## src/rtl/core/rldcs_pkg.sv

```systemverilog
`timescale 1ns / 1ps
`default_nettype none

package rldcs_pkg;

  localparam int LED_COUNT_DEF  = 3;
  localparam int DELAY_BITS_DEF = 16;
  localparam int QUEUE_DEPTH    = 2;

  localparam int CFG_IDX_W  = 3;
  localparam int CFG_DATA_W = 9;
  localparam int STEP_W     = 5;
  localparam int PCT_W      = 7;
  localparam int CMD_W      = 8;

  localparam logic [CFG_IDX_W-1:0] REG_DIMMING_ON  = 3'd0;
  localparam logic [CFG_IDX_W-1:0] REG_LOW_STEP    = 3'd1;
  localparam logic [CFG_IDX_W-1:0] REG_HIGH_STEP   = 3'd2;
  localparam logic [CFG_IDX_W-1:0] REG_ON_PERCENT  = 3'd3;
  localparam logic [CFG_IDX_W-1:0] REG_OFF_PERCENT = 3'd4;
  localparam logic [CFG_IDX_W-1:0] REG_GROUP_MAP   = 3'd5;

  localparam logic [2:0] CODE_STEP     = 3'd1;
  localparam logic [2:0] CODE_PWM0     = 3'd2;
  localparam logic [2:0] CODE_PWM1     = 3'd3;
  localparam logic [2:0] CODE_PWM2     = 3'd4;
  localparam logic [2:0] CODE_DIM_UP   = 3'd5;
  localparam logic [2:0] CODE_DIM_DOWN = 3'd6;
  localparam logic [2:0] CODE_DIM_TIME = 3'd7;

  localparam logic [1:0] KIND_NORM = 2'd0;
  localparam logic [1:0] KIND_UP   = 2'd1;
  localparam logic [1:0] KIND_DOWN = 2'd2;

  localparam logic [STEP_W-1:0] STEP_MAX = 5'd31;
  localparam logic [STEP_W-1:0] TICK_MAX = 5'd31;

  // 100 for the percent times 8 per current step
  localparam int SPAN_SCALE = 800;
  localparam int DIV_W      = 15;
  localparam int QBITS      = 5;

  localparam int NUM_SLOTS = 10;
  localparam int SLOT_W    = 4;
  localparam logic [SLOT_W-1:0] SLOT_PRE0 = 4'd0;
  localparam logic [SLOT_W-1:0] SLOT_PRE1 = 4'd1;
  localparam logic [SLOT_W-1:0] SLOT_PRE2 = 4'd2;
  localparam logic [SLOT_W-1:0] SLOT_A    = 4'd3;
  localparam logic [SLOT_W-1:0] SLOT_B    = 4'd4;
  localparam logic [SLOT_W-1:0] SLOT_GRP0 = 4'd5;
  localparam logic [SLOT_W-1:0] SLOT_GRP1 = 4'd6;
  localparam logic [SLOT_W-1:0] SLOT_GRP2 = 4'd7;
  localparam logic [SLOT_W-1:0] SLOT_C    = 4'd8;
  localparam logic [SLOT_W-1:0] SLOT_D    = 4'd9;

  typedef struct packed {
    logic              dimming_on;
    logic [STEP_W-1:0] low_step;
    logic [STEP_W-1:0] high_step;
    logic [PCT_W-1:0]  on_percent;
    logic [PCT_W-1:0]  off_percent;
    logic [8:0]        group_map;
  } cfg_t;

  localparam cfg_t CFG_RESET = '{1'b1, 5'd6, 5'd31, 7'd50, 7'd50, 9'd268};

  typedef struct packed {
    logic [1:0]        kind;
    logic [2:0]        pre_mask;
    logic [2:0]        grp;
    logic [STEP_W-1:0] pwm;
  } cmd_hdr_t;

  localparam int HDR_W = $bits(cmd_hdr_t);

  function automatic logic [CMD_W-1:0] slot_cmd(input logic [SLOT_W-1:0] slot,
                                                input cmd_hdr_t hdr,
                                                input logic [STEP_W-1:0] tick,
                                                input cfg_t cfg);
    logic [2:0]        code;
    logic [STEP_W-1:0] val;
    code = CODE_DIM_TIME;
    val  = '0;
    case (slot)
      SLOT_PRE0: code = CODE_PWM0;
      SLOT_PRE1: code = CODE_PWM1;
      SLOT_PRE2: code = CODE_PWM2;
      SLOT_A: begin
        code = CODE_STEP;
        case (hdr.kind)
          KIND_UP:   val = cfg.low_step;
          KIND_DOWN: val = cfg.high_step;
          default:   val = STEP_MAX;
        endcase
      end
      SLOT_B: code = CODE_DIM_TIME;
      SLOT_GRP0: begin
        code = CODE_PWM0;
        val  = hdr.pwm;
      end
      SLOT_GRP1: begin
        code = CODE_PWM1;
        val  = hdr.pwm;
      end
      SLOT_GRP2: begin
        code = CODE_PWM2;
        val  = hdr.pwm;
      end
      SLOT_C: begin
        if (hdr.kind == KIND_DOWN) begin
          code = CODE_DIM_DOWN;
          val  = cfg.low_step;
        end else begin
          code = CODE_DIM_UP;
          val  = cfg.high_step;
        end
      end
      SLOT_D: begin
        code = CODE_DIM_TIME;
        val  = tick;
      end
      default: begin
        code = CODE_DIM_TIME;
        val  = '0;
      end
    endcase
    return {code, val};
  endfunction

endpackage

`default_nettype wire

```

## src/rtl/core/rldcs_queue.sv

```systemverilog
`timescale 1ns / 1ps
`default_nettype none

module rldcs_queue
  import rldcs_pkg::*;
#(
  parameter int DW    = 8,
  parameter int DEPTH = QUEUE_DEPTH
) (
  input  wire logic          clk,
  input  wire logic          rst_n,
  input  wire logic          push_valid,
  output logic               push_ready,
  input  wire logic [DW-1:0] push_data,
  output logic               pop_valid,
  input  wire logic          pop_ready,
  output logic [DW-1:0]      pop_data
);

  localparam int AW = (DEPTH > 1) ? $clog2(DEPTH) : 1;
  localparam int CW = $clog2(DEPTH + 1);

  logic [DW-1:0] mem_r [DEPTH];
  logic [AW-1:0] wr_ptr_r, wr_ptr_nxt;
  logic [AW-1:0] rd_ptr_r, rd_ptr_nxt;
  logic [CW-1:0] count_r, count_nxt;
  logic          do_push, do_pop;

  assign push_ready = (count_r != CW'(DEPTH));
  assign pop_valid  = (count_r != '0);
  assign pop_data   = mem_r[rd_ptr_r];
  assign do_push    = push_valid && push_ready;
  assign do_pop     = pop_valid && pop_ready;

  always_comb begin
    wr_ptr_nxt = wr_ptr_r;
    rd_ptr_nxt = rd_ptr_r;
    count_nxt  = count_r;
    if (do_push) begin
      wr_ptr_nxt = (wr_ptr_r == AW'(DEPTH - 1)) ? '0 : wr_ptr_r + 1'b1;
    end
    if (do_pop) begin
      rd_ptr_nxt = (rd_ptr_r == AW'(DEPTH - 1)) ? '0 : rd_ptr_r + 1'b1;
    end
    if (do_push && !do_pop) begin
      count_nxt = count_r + 1'b1;
    end else if (do_pop && !do_push) begin
      count_nxt = count_r - 1'b1;
    end
  end

  always_ff @(posedge clk) begin
    if (!rst_n) begin
      wr_ptr_r <= '0;
      rd_ptr_r <= '0;
      count_r  <= '0;
    end else begin
      wr_ptr_r <= wr_ptr_nxt;
      rd_ptr_r <= rd_ptr_nxt;
      count_r  <= count_nxt;
    end
  end

  always_ff @(posedge clk) begin
    if (do_push) begin
      mem_r[wr_ptr_r] <= push_data;
    end
  end

endmodule

`default_nettype wire

```

## src/rtl/core/rldcs_front.sv

```systemverilog
`timescale 1ns / 1ps
`default_nettype none

module rldcs_front
  import rldcs_pkg::*;
#(
  parameter int LED_COUNT  = LED_COUNT_DEF,
  parameter int DELAY_BITS = DELAY_BITS_DEF,
  parameter int IN_W       = 40,
  parameter int PROD_W     = DELAY_BITS + PCT_W
) (
  input  wire logic            clk,
  input  wire logic            rst_n,
  input  wire cfg_t            cfg,
  input  wire logic            in_tvalid,
  output logic                 in_tready,
  input  wire logic [IN_W-1:0] in_tdata,
  output logic                 q_valid,
  input  wire logic            q_ready,
  output cmd_hdr_t             q_hdr,
  output logic [PROD_W-1:0]    q_prod
);

  localparam logic [1:0] LVL_OFF  = 2'd0;
  localparam logic [1:0] LVL_HALF = 2'd1;
  localparam logic [1:0] LVL_FULL = 2'd2;
  localparam logic [1:0] LVL_BAD  = 2'd3;
  localparam logic [STEP_W-1:0] PWM_HALF = 5'd11;
  localparam logic [STEP_W-1:0] PWM_FULL = 5'd31;

  logic [STEP_W-1:0]     stored_r   [LED_COUNT];
  logic [STEP_W-1:0]     stored_nxt [LED_COUNT];
  logic [1:0]            led_idx, lvl;
  logic [DELAY_BITS-1:0] d_on, d_off, d_sel;
  logic [PCT_W-1:0]      pct_sel;
  logic [STEP_W-1:0]     pwm, stored_sel;
  logic [2:0]            grp;
  logic                  ignore, blinking, accept;
  logic [1:0]            kind;

  assign led_idx = in_tdata[1:0];
  assign lvl     = in_tdata[3:2];
  assign d_on    = in_tdata[4 +: DELAY_BITS];
  assign d_off   = in_tdata[4 + DELAY_BITS +: DELAY_BITS];

  assign in_tready = q_ready;
  assign accept    = in_tvalid && q_ready;
  assign ignore    = (led_idx >= 2'(LED_COUNT)) || (lvl == LVL_BAD);
  assign blinking  = (|d_on) && (|d_off);

  always_comb begin
    case (lvl)
      LVL_FULL: pwm = PWM_FULL;
      LVL_HALF: pwm = PWM_HALF;
      default:  pwm = '0;
    endcase
    case (led_idx)
      2'd0:    grp = cfg.group_map[2:0];
      2'd1:    grp = cfg.group_map[5:3];
      default: grp = cfg.group_map[8:6];
    endcase
    stored_sel = '0;
    for (int i = 0; i < LED_COUNT; i++) begin
      if (led_idx == 2'(i)) begin
        stored_sel = stored_r[i];
      end
    end
    if (cfg.dimming_on && blinking) begin
      kind = (lvl != LVL_OFF) ? KIND_UP : KIND_DOWN;
    end else begin
      kind = KIND_NORM;
    end
    d_sel   = (kind == KIND_DOWN) ? d_off : d_on;
    pct_sel = (kind == KIND_DOWN) ? cfg.off_percent : cfg.on_percent;
  end

  always_comb begin
    q_hdr.kind     = kind;
    q_hdr.pre_mask = (cfg.dimming_on && lvl != LVL_OFF) ? ~grp : 3'b000;
    q_hdr.grp      = grp;
    q_hdr.pwm      = (kind == KIND_DOWN) ? stored_sel : pwm;
    q_prod         = PROD_W'(d_sel) * PROD_W'(pct_sel);
    q_valid        = in_tvalid && !ignore;
  end

  always_comb begin
    for (int i = 0; i < LED_COUNT; i++) begin
      stored_nxt[i] = stored_r[i];
      if (accept && !ignore && kind == KIND_UP && led_idx == 2'(i)) begin
        stored_nxt[i] = pwm;
      end
    end
  end

  always_ff @(posedge clk) begin
    if (!rst_n) begin
      for (int i = 0; i < LED_COUNT; i++) begin
        stored_r[i] <= '0;
      end
    end else begin
      for (int i = 0; i < LED_COUNT; i++) begin
        stored_r[i] <= stored_nxt[i];
      end
    end
  end

endmodule

`default_nettype wire

```

## src/rtl/core/rldcs_back.sv

```systemverilog
`timescale 1ns / 1ps
`default_nettype none

module rldcs_back
  import rldcs_pkg::*;
#(
  parameter int PROD_W = DELAY_BITS_DEF + PCT_W
) (
  input  wire logic              clk,
  input  wire logic              rst_n,
  input  wire cfg_t              cfg,
  input  wire logic              q_valid,
  output logic                   q_ready,
  input  wire cmd_hdr_t          q_hdr,
  input  wire logic [PROD_W-1:0] q_prod,
  output logic                   out_tvalid,
  input  wire logic              out_tready,
  output logic [CMD_W-1:0]       out_tdata,
  output logic                   out_tlast
);

  localparam int SDIV_W = DIV_W + QBITS;
  localparam int CMP_W  = (PROD_W > SDIV_W) ? PROD_W : SDIV_W;

  localparam logic [1:0] ST_IDLE = 2'd0;
  localparam logic [1:0] ST_SAT  = 2'd1;
  localparam logic [1:0] ST_DIV  = 2'd2;
  localparam logic [1:0] ST_EMIT = 2'd3;

  logic [1:0]           state_r, state_nxt;
  cmd_hdr_t             hdr_r, hdr_nxt;
  logic [PROD_W-1:0]    rem_r, rem_nxt;
  logic [DIV_W-1:0]     div_r, div_nxt;
  logic [2:0]           bit_r, bit_nxt;
  logic [STEP_W-1:0]    tick_r, tick_nxt;
  logic [NUM_SLOTS-1:0] mask_r, mask_nxt, mask_clr;
  logic                 out_valid_r, out_valid_nxt;
  logic [CMD_W-1:0]     out_data_r, out_data_nxt;
  logic                 out_last_r, out_last_nxt;

  logic [STEP_W-1:0]    span;
  logic                 steps_ok, out_free, run_norm;
  logic [DIV_W-1:0]     div_calc;
  logic [CMP_W-1:0]     rem_ext, sat_div, cur_div;
  logic [SLOT_W-1:0]    sel;

  assign span     = cfg.high_step - cfg.low_step;
  assign steps_ok = cfg.high_step > cfg.low_step;
  assign div_calc = DIV_W'(span) * DIV_W'(SPAN_SCALE);
  assign rem_ext  = CMP_W'(rem_r);
  assign sat_div  = CMP_W'({div_r, QBITS'(0)});
  assign cur_div  = CMP_W'(div_r) << bit_r;
  assign out_free = !out_valid_r || out_tready;
  assign run_norm = (q_hdr.kind == KIND_NORM);

  assign out_tvalid = out_valid_r;
  assign out_tdata  = out_data_r;
  assign out_tlast  = out_last_r;

  always_comb begin
    sel = '0;
    for (int i = NUM_SLOTS - 1; i >= 0; i--) begin
      if (mask_r[i]) begin
        sel = SLOT_W'(i);
      end
    end
    mask_clr = mask_r & ~(NUM_SLOTS'(1) << sel);
  end

  always_comb begin
    state_nxt     = state_r;
    hdr_nxt       = hdr_r;
    rem_nxt       = rem_r;
    div_nxt       = div_r;
    bit_nxt       = bit_r;
    tick_nxt      = tick_r;
    mask_nxt      = mask_r;
    out_valid_nxt = out_valid_r && !out_tready;
    out_data_nxt  = out_data_r;
    out_last_nxt  = out_last_r;
    q_ready       = 1'b0;
    case (state_r)
      ST_IDLE: begin
        q_ready = 1'b1;
        if (q_valid) begin
          hdr_nxt  = q_hdr;
          rem_nxt  = q_prod;
          div_nxt  = div_calc;
          tick_nxt = '0;
          mask_nxt = {!run_norm, !run_norm, q_hdr.grp, run_norm, 1'b1, q_hdr.pre_mask};
          state_nxt = (run_norm || !steps_ok) ? ST_EMIT : ST_SAT;
        end
      end
      ST_SAT: begin
        if (rem_ext >= sat_div) begin
          tick_nxt  = TICK_MAX;
          state_nxt = ST_EMIT;
        end else begin
          bit_nxt   = 3'(QBITS - 1);
          state_nxt = ST_DIV;
        end
      end
      ST_DIV: begin
        if (rem_ext >= cur_div) begin
          rem_nxt  = rem_r - PROD_W'(cur_div);
          tick_nxt = tick_r | (STEP_W'(1) << bit_r);
        end
        if (bit_r == 3'd0) begin
          state_nxt = ST_EMIT;
        end else begin
          bit_nxt = bit_r - 1'b1;
        end
      end
      ST_EMIT: begin
        if (out_free) begin
          out_valid_nxt = 1'b1;
          out_data_nxt  = slot_cmd(sel, hdr_r, tick_r, cfg);
          out_last_nxt  = (mask_clr == '0);
          mask_nxt      = mask_clr;
          if (mask_clr == '0) begin
            state_nxt = ST_IDLE;
          end
        end
      end
      default: state_nxt = ST_IDLE;
    endcase
  end

  always_ff @(posedge clk) begin
    if (!rst_n) begin
      state_r     <= ST_IDLE;
      out_valid_r <= 1'b0;
    end else begin
      state_r     <= state_nxt;
      out_valid_r <= out_valid_nxt;
    end
  end

  always_ff @(posedge clk) begin
    hdr_r      <= hdr_nxt;
    rem_r      <= rem_nxt;
    div_r      <= div_nxt;
    bit_r      <= bit_nxt;
    tick_r     <= tick_nxt;
    mask_r     <= mask_nxt;
    out_data_r <= out_data_nxt;
    out_last_r <= out_last_nxt;
  end

endmodule

`default_nettype wire

```

## src/rtl/core/rgb_led_dimming_command_sequencer.sv

```systemverilog
`timescale 1ns / 1ps
`default_nettype none

// channel   direction  handshake              payload
// in_       slave      in_tvalid / in_tready  in_tdata: led_index, level, blink_on_ms, off_ms
// out_      master     out_tvalid / out_tready out_tdata: command; out_tlast: last
// cfg_      slave      cfg_valid / cfg_ready  cfg_index, cfg_data
//
// The front classifies a request in its accept cycle and puts it in a two-entry queue.
// The back loads a request, divides a dim time when one is needed (saturation
// check, then one quotient bit per cycle), then emits its bytes while out_tready allows.
// Reset loads the register defaults and clears stored levels, queue and output valid.
// A low out_tready holds the output byte; the front keeps accepting until the queue fills.
module rgb_led_dimming_command_sequencer
  import rldcs_pkg::*;
#(
  parameter int LED_COUNT  = LED_COUNT_DEF,
  parameter int DELAY_BITS = DELAY_BITS_DEF,
  localparam int IN_W      = ((4 + 2 * DELAY_BITS + 7) / 8) * 8
) (
  input  wire logic                  clk,
  input  wire logic                  rst_n,
  input  wire logic                  in_tvalid,
  output logic                       in_tready,
  // led_index[1:0], level[3:2], blink_on_ms, blink_off_ms, zero pad
  input  wire logic [IN_W-1:0]       in_tdata,
  output logic                       out_tvalid,
  input  wire logic                  out_tready,
  // command[7:0]
  output logic [CMD_W-1:0]           out_tdata,
  output logic                       out_tlast,
  input  wire logic                  cfg_valid,
  output logic                       cfg_ready,
  input  wire logic [CFG_IDX_W-1:0]  cfg_index,
  input  wire logic [CFG_DATA_W-1:0] cfg_data
);

  localparam int PROD_W = DELAY_BITS + PCT_W;
  localparam int QW     = HDR_W + PROD_W;

  cfg_t              cfg_r, cfg_nxt;
  logic              f_valid, f_ready;
  cmd_hdr_t          f_hdr, b_hdr;
  logic [PROD_W-1:0] f_prod, b_prod;
  logic              b_valid, b_ready;
  logic [QW-1:0]     b_data;

  assign cfg_ready = 1'b1;

  always_comb begin
    cfg_nxt = cfg_r;
    if (cfg_valid) begin
      case (cfg_index)
        REG_DIMMING_ON:  cfg_nxt.dimming_on  = cfg_data[0];
        REG_LOW_STEP:    cfg_nxt.low_step    = cfg_data[STEP_W-1:0];
        REG_HIGH_STEP:   cfg_nxt.high_step   = cfg_data[STEP_W-1:0];
        REG_ON_PERCENT:  cfg_nxt.on_percent  = cfg_data[PCT_W-1:0];
        REG_OFF_PERCENT: cfg_nxt.off_percent = cfg_data[PCT_W-1:0];
        REG_GROUP_MAP:   cfg_nxt.group_map   = cfg_data;
        default:         cfg_nxt = cfg_r;
      endcase
    end
  end

  always_ff @(posedge clk) begin
    if (!rst_n) begin
      cfg_r <= CFG_RESET;
    end else begin
      cfg_r <= cfg_nxt;
    end
  end

  rldcs_front #(
    .LED_COUNT  (LED_COUNT),
    .DELAY_BITS (DELAY_BITS),
    .IN_W       (IN_W),
    .PROD_W     (PROD_W)
  ) u_front (
    .clk       (clk),
    .rst_n     (rst_n),
    .cfg       (cfg_r),
    .in_tvalid (in_tvalid),
    .in_tready (in_tready),
    .in_tdata  (in_tdata),
    .q_valid   (f_valid),
    .q_ready   (f_ready),
    .q_hdr     (f_hdr),
    .q_prod    (f_prod)
  );

  rldcs_queue #(
    .DW    (QW),
    .DEPTH (QUEUE_DEPTH)
  ) u_queue (
    .clk        (clk),
    .rst_n      (rst_n),
    .push_valid (f_valid),
    .push_ready (f_ready),
    .push_data  ({f_prod, f_hdr}),
    .pop_valid  (b_valid),
    .pop_ready  (b_ready),
    .pop_data   (b_data)
  );

  assign b_hdr  = b_data[HDR_W-1:0];
  assign b_prod = b_data[QW-1:HDR_W];

  rldcs_back #(
    .PROD_W (PROD_W)
  ) u_back (
    .clk        (clk),
    .rst_n      (rst_n),
    .cfg        (cfg_r),
    .q_valid    (b_valid),
    .q_ready    (b_ready),
    .q_hdr      (b_hdr),
    .q_prod     (b_prod),
    .out_tvalid (out_tvalid),
    .out_tready (out_tready),
    .out_tdata  (out_tdata),
    .out_tlast  (out_tlast)
  );

  a_push_on_accept: assert property (@(posedge clk) disable iff (!rst_n)
    (f_valid && f_ready) |-> (in_tvalid && in_tready))
    else $error("queue written without an accepted input word");

  a_pop_spacing: assert property (@(posedge clk) disable iff (!rst_n)
    (b_valid && b_ready) |=> !(b_valid && b_ready))
    else $error("back end took two requests in consecutive cycles");

endmodule

`default_nettype wire

```

## config.mk

```make
export PLATFORM = sky130hd
export DESIGN_NAME = rgb_led_dimming_command_sequencer
export DESIGN_NICKNAME = d
export VERILOG_FILES = /design/src/rtl/core/rldcs_pkg.sv /design/src/rtl/core/rldcs_queue.sv /design/src/rtl/core/rldcs_front.sv /design/src/rtl/core/rldcs_back.sv /design/src/rtl/core/rgb_led_dimming_command_sequencer.sv
export SDC_FILE = /design/constraint.sdc
export NUM_CORES = 1
export LEC_CHECK = 0
export ABC_CLOCK_PERIOD_IN_PS = 12800
export BUFFER_PORTS_ARGS = -buffer_cell sky130_fd_sc_hd__buf_2
export CAP_MARGIN = 20
export CORE_UTILIZATION = 50
export DETAILED_ROUTE_END_ITERATION = 12
export GPL_ROUTABILITY_DRIVEN = 0
export PLACE_DENSITY = 0.67
export SLEW_MARGIN = 25
export SYNTH_ARGS = -nofsm -noshare
export SYNTH_HDL_FRONTEND = slang
export SYNTH_SLANG_ARGS = --single-unit
```

## constraint.sdc

```tcl
create_clock -name clk -period 12.8 [get_ports clk]
set_input_delay 0.64 -clock clk [delete_from_list [all_inputs] [get_ports clk]]
set_output_delay 0.64 -clock clk [all_outputs]
set_load 0.02 [all_outputs]
```

# Word level (Yosys, flattened, before mapping)
# Memories as Yosys holds them, arrays and structs flattened. A register that Yosys moved wholly into a read port is not among the register bits.
# Index checks and enable logic that the tools add are counted.
# totals
in_bits	57
elab_cells	202
mem_bits_ro	0
output_inout_bits	12
reg_bits	108
memories	2
mem_bits_rw	87
latch_bits	0
# mem_list
name	depth	word_bits	read_ports	rd_ports_with_merged_regs	wr	line	text
u_queue.mem_r	2	36	1	1	1	rldcs_queue.sv:23	logic [DW-1:0] mem_r [DEPTH];
u_front.stored_r	3	5	3	0	3	rldcs_front.sv:31	logic [STEP_W-1:0] stored_r [LED_COUNT];
# classes
n_eq_ne	34
n_mux	65
n_addsub	7
n_mul	2
n_lt_le_gt_ge	4
reduce_logical	58
shifts	3
bitwise_logic	7
div_mod_pow	0
# op_table
op	n
$mux 5	14
$mux 23	2
$pmux 23 s2	1
$mux 4	10
$reduce_or 16->1	2
$ge 23x20->1	1
$ge 23x23->1	1
$mul 16x7->23	1
$shl 15x3->23	1
$sub 23x23->23	1
$mux 10	2
$mux 2	10
$pmux 10 s2	1
$pmux 5 s2	2
$pmux 5 s4	1
$mux 16	1
$reduce_and 2->1	8
$logic_and 1x1->1	15
$pmux 3 s5	1
$pmux 5 s3	1
$eq 2x2->1 const B	7
$eq 4x3->1 const B	3
$mux 1	12
$pmux 3 s2	2
39 further kinds	80

# Longest topological paths before layout
# depth
ltp_word	17
depth_mapped	23
depth_no_buf	21

# Modules after synthesis
# A second synthesis with hierarchy kept.
# unflattened
cells_unflattened	1552
area_unflattened_um2	14864.3
# by_module_without_submodules
module	cells_each	seq_area_each_um2	instances	area_per_inst_um2
rldcs_front	771	120.1	1	5403.9
rldcs_back	510	2072.0	1	5213.8
rldcs_queue	136	2262.2	1	2837.7
rgb_led_dimming_command_sequencer	135	680.7	1	1408.9

# Least setup slack after synthesis
# No wires, ideal clock.
# synth_path
path_type	in2reg
startpoint	in in_tdata[15]
endpoint	mem u_queue.mem_r[0][32] (netlist bit) (data pin)
t_required_ps	12631
slack_ps	6059
path_buffers	2
stages	21
arrival_ps	6572
setup_ps	169
path_cell_list	nor4_1 nand4_1 nand4_1 buf_2 mux2i_1 clkbuf_1 nor2_1 fa_1 fa_1 fa_1 inv_1 fa_1 inv_1 ha_1 o21a_1 o21ai_1 nor4b_1 o31a_1 o41ai_4 or4b_2 o211ai_1
# synth_via
elab_chain_cells	7
word_cells_on_any_way	8
classes_between	1 x mul; 1 x eq/ne; 3 x mux; 3 x reduce/logical
# synth_lines
element	line	text
start: declaration	rgb_led_dimming_command_sequencer.sv:26	input wire logic [IN_W-1:0] in_tdata,
$reduce_or 16->1	rldcs_front.sv:49	assign blinking = (|d_on) && (|d_off);
$logic_and 1x1->1	rldcs_front.sv:49	
$logic_and 1x1->1	rldcs_front.sv:68	if (cfg.dimming_on && blinking) begin
$mux 2	rldcs_front.sv:68	
$eq 2x2->1	rldcs_front.sv:73, rldcs_front.sv:74	
$mux 16 or $mux 7 (tied branches)	rldcs_front.sv:73, rldcs_front.sv:74	
$mul 16x7->23 *	rldcs_front.sv:82	q_prod = PROD_W'(d_sel) * PROD_W'(pct_sel);
via f_prod[19]	rgb_led_dimming_command_sequencer.sv:44	logic [PROD_W-1:0] f_prod, b_prod;
end: declaration	rldcs_queue.sv:23	
# The timed path passes the listed nets; every way through them passes the cells marked *.

# Worst setup path in the final report
# layout_path
startpoint	in in_tdata[22]
endpoint	mem u_queue.mem_r[0][32] (netlist bit) (data pin)
# The elaborated chain is that of the path after synthesis.

==> out/metrics.csv <==
metric;value;unit
wl;27400;um
place_inst;1673;
cts.sinks;178;
rr_endpoint;u_queue.mem_r[0][32]$_DFFE_PP_;
coreArea;25400;um2
drc;0;
cts_tree;yes;
nets;1594;
cp_slowest_cell;mux2i_1;
fin_cells;1705;
critPathArrivalTime;7.57;ns
synth_warnings;0;
grt_max_degree;50;
drive_gt1_share;10.9;%
synth_edf_count;130;
crit_type;in2reg;
initialDrtViolationCount;538;
r2r_start;cfg_r[33]$_SDFFE_PN1P_;
ctsHoldBuffers;0;
syn2layout_area_growth;9.33;%
syn_avg_cell_area;9.96;um2
fp.dieArea;26800;um2
root_buffer;clkbuf_16;
final_cell_mix;nor2_1, edfxtp_1, inv_1, nand2_1, ha_1;
max-vdd-ir-drop;0.115;mV
grt_pass1_wl;45700;um
path_common_cell;fa_1;
routedWlPerCell;16.1;um
dominantRegCellSynth;edfxtp_1;
track_usage;21.8;%
p_leak;0.00608;uW
grt_pass1_vias;9127;
place_hpwl;20800;um
final_common_cell;nor2_1;
die_y;164;um
antenna_cells;0;
seq_area_frac_synth;37.3;%
vias_per_cell;5.54;
finalPower;2950;uW
grt_overflow;0;
cts_setup_buffers;0;
synthDistinctLibCells;73;
pre_cts_ws;5.08;ns
crit_path_end_kind;flip-flop;
synth_async_sr_flop_share;0;%
worst_slew_pin_slew;0.995;ns
power.density;207;nW/um2
rsz0062_at_grt;false;
skew;0.0172;ns
critical_path_buf_inv_count;4;
clockBufferDepth;2;
worstHoldStart;cfg_data[8];
final.period_utilization;57.1;%
h-tree-depth;4;
post_cts_resized;0;
status;finished clean;
n_fill_cell;2237;
die_w;164;um
drt_pass1_iterations;5;
numPortBuffers;63;
drv_slew;0;
path_cells;buf_2 > nor4_1 > nand4_1 > nand4_1 > buf_4 > mux2i_1 > nor2_1 > fa_1 > fa_1 > fa_1 > inv_1 > fa_1 > inv_1 > ha_1 > o21a_1 > o21ai_1 > nor4b_1 > o31a_1 > o41ai_4 > or4b_2 > o211ai_1;
hp-class;in2reg;
synth_seq_cells;178;
period_needed;7.31;ns
fin_ws;5.49;ns
final_util;56.2;%
start_util;51.4;%
min_to;cfg_r[8]$_SDFFE_PN1P_;
cpPeakStageDelay;0.77;ns
syn_nets;1543;
num_rows;58;
slew_headroom;33.7;%
clk_transition_reported_paths;0.08;ns
cap_violations;0;
worstPathRequired;13.06;ns
numCtsBuffers;17;
detail-route-antenna-nets;0;
max_freq;0.137;GHz
antenna_found_initial;0;
dr_total_vias;9453;
syn_inst;1311;
critical_path.max_fanout;34;
min_path_cells;3;
hold_viol;0;
cpLargestDelayFamily;adder cells;
ioPinCount;69;
finalSetupTns;0;ns
clk_latency;0.44;ns
reg2reg_setup_slack;6.28;ns
synth_area;13100;um2
finalSetupViolCount;0;
rr_worst_depth;18;
setup.worst_path.start_class;input pin;
## state kept, by name, indices dropped and copies added (netlist names), named ones only
register	count
cfg_r	34
u_back.bit_r	3
u_back.div_r	10
u_back.hdr_r	4
u_back.mask_r	10
u_back.out_tdata	8
u_back.out_tlast	1
u_back.out_tvalid	1
u_back.rem_ext	23
u_back.state_r	2
u_back.tick_r	5
u_front.stored_r	6
u_queue.count_r	2
u_queue.mem_r	66
u_queue.rd_ptr_r	1
u_queue.wr_ptr_r	1
## power by group
group | switching (uW) | internal, uW
sequential | 124 | 872
clock | 242 | 275
combinational | 845 | 593
total | 1210 | 1740
## cell usage after synthesis (all sizes together), types with 27 or more instances
master  instances  area (um2)
xnor2          28         245
edfxtp        130        3900
nand2         118         443
a21oi          51         255
fa             71        1420
dfxtp          48         961
clkbuf         33         124
nand3          27         135
nor2b          28         175
o21ai          54         270
ha            104        1300
nor2          150         566
mux2i          72         721
inv           121         454
## tightest hold or removal path, cell delays in order
cell and delay (ns):
buf_2 0.07, nand2_1 0.04, nand3_1 0.06
## metal layers
layer / track usage, % / vias to the layer above / wire [um]
li1: - / 4702 / -
met3: 3.15 / 31 / 1240
met5: 0 / - / 0
met1: 30.9 / 4482 / 13300
met4: 5.05 / 0 / 359
met2: 35.0 / 238 / 12500
## final cells by class
| cell class | count | area (um2) | area share, % |
|---|---|---|---|
| Sequential cell | 178 | 4870 | 34.1 |
| Inverter | 122 | 458 | 3.21 |
| Clock buffer | 18 | 429 | 3.01 |
| Clock inverter | 14 | 141 | 0.991 |
| Tap cell | 330 | 413 | 2.89 |
| Timing Repair Buffer | 74 | 398 | 2.79 |
| Multi-Input combinational cell | 969 | 7570 | 53.0 |
## worst max-delay path by stage
stage                  from                        endpoint  slack, ns  cells after the start
3_3_place_gp   in_tdata[22]  u_queue.mem_r[0][32]$_DFFE_PP_       5.18                     21
2_1_floorplan  in_tdata[15]  u_queue.mem_r[0][32]$_DFFE_PP_       6.06                     21
4_1_cts        in_tdata[22]  u_queue.mem_r[0][32]$_DFFE_PP_       5.50                     21
3_5_place_dp   in_tdata[22]  u_queue.mem_r[0][32]$_DFFE_PP_       5.08                     21
5_1_grt        in_tdata[22]  u_queue.mem_r[0][32]$_DFFE_PP_       5.02                     21
6_report       in_tdata[22]  u_queue.mem_r[0][32]$_DFFE_PP_       5.49                     21
## metrics by stage
step           cell area (um2)  hold slack (ns)
4_1_cts                  14300            0.391
3_3_place_gp             13700            0.450
5_1_grt                  14300            0.424
2_1_floorplan            13100            0.440
3_5_place_dp             13700            0.453
6_report                 14300            0.403
## cell families (layout without fill, tap and decap cells)
logic type               count (synthesis)  after routing  synth area share [%]
other                                    1              1                0.0287
XOR/XNOR                                39             39                  2.62
adder cells (fa/ha/maj)                175            175                  20.9
AND/OR/NAND/NOR                        436            436                  15.8
multiplexers                            85             85                  6.64
AO/OA/AOI/OAI                          233            233                  12.0
buffers and inverters                  164            228                  4.78
flip-flops                             178            178                  37.3
No activity file was read; power rests on OpenSTA's default activity.
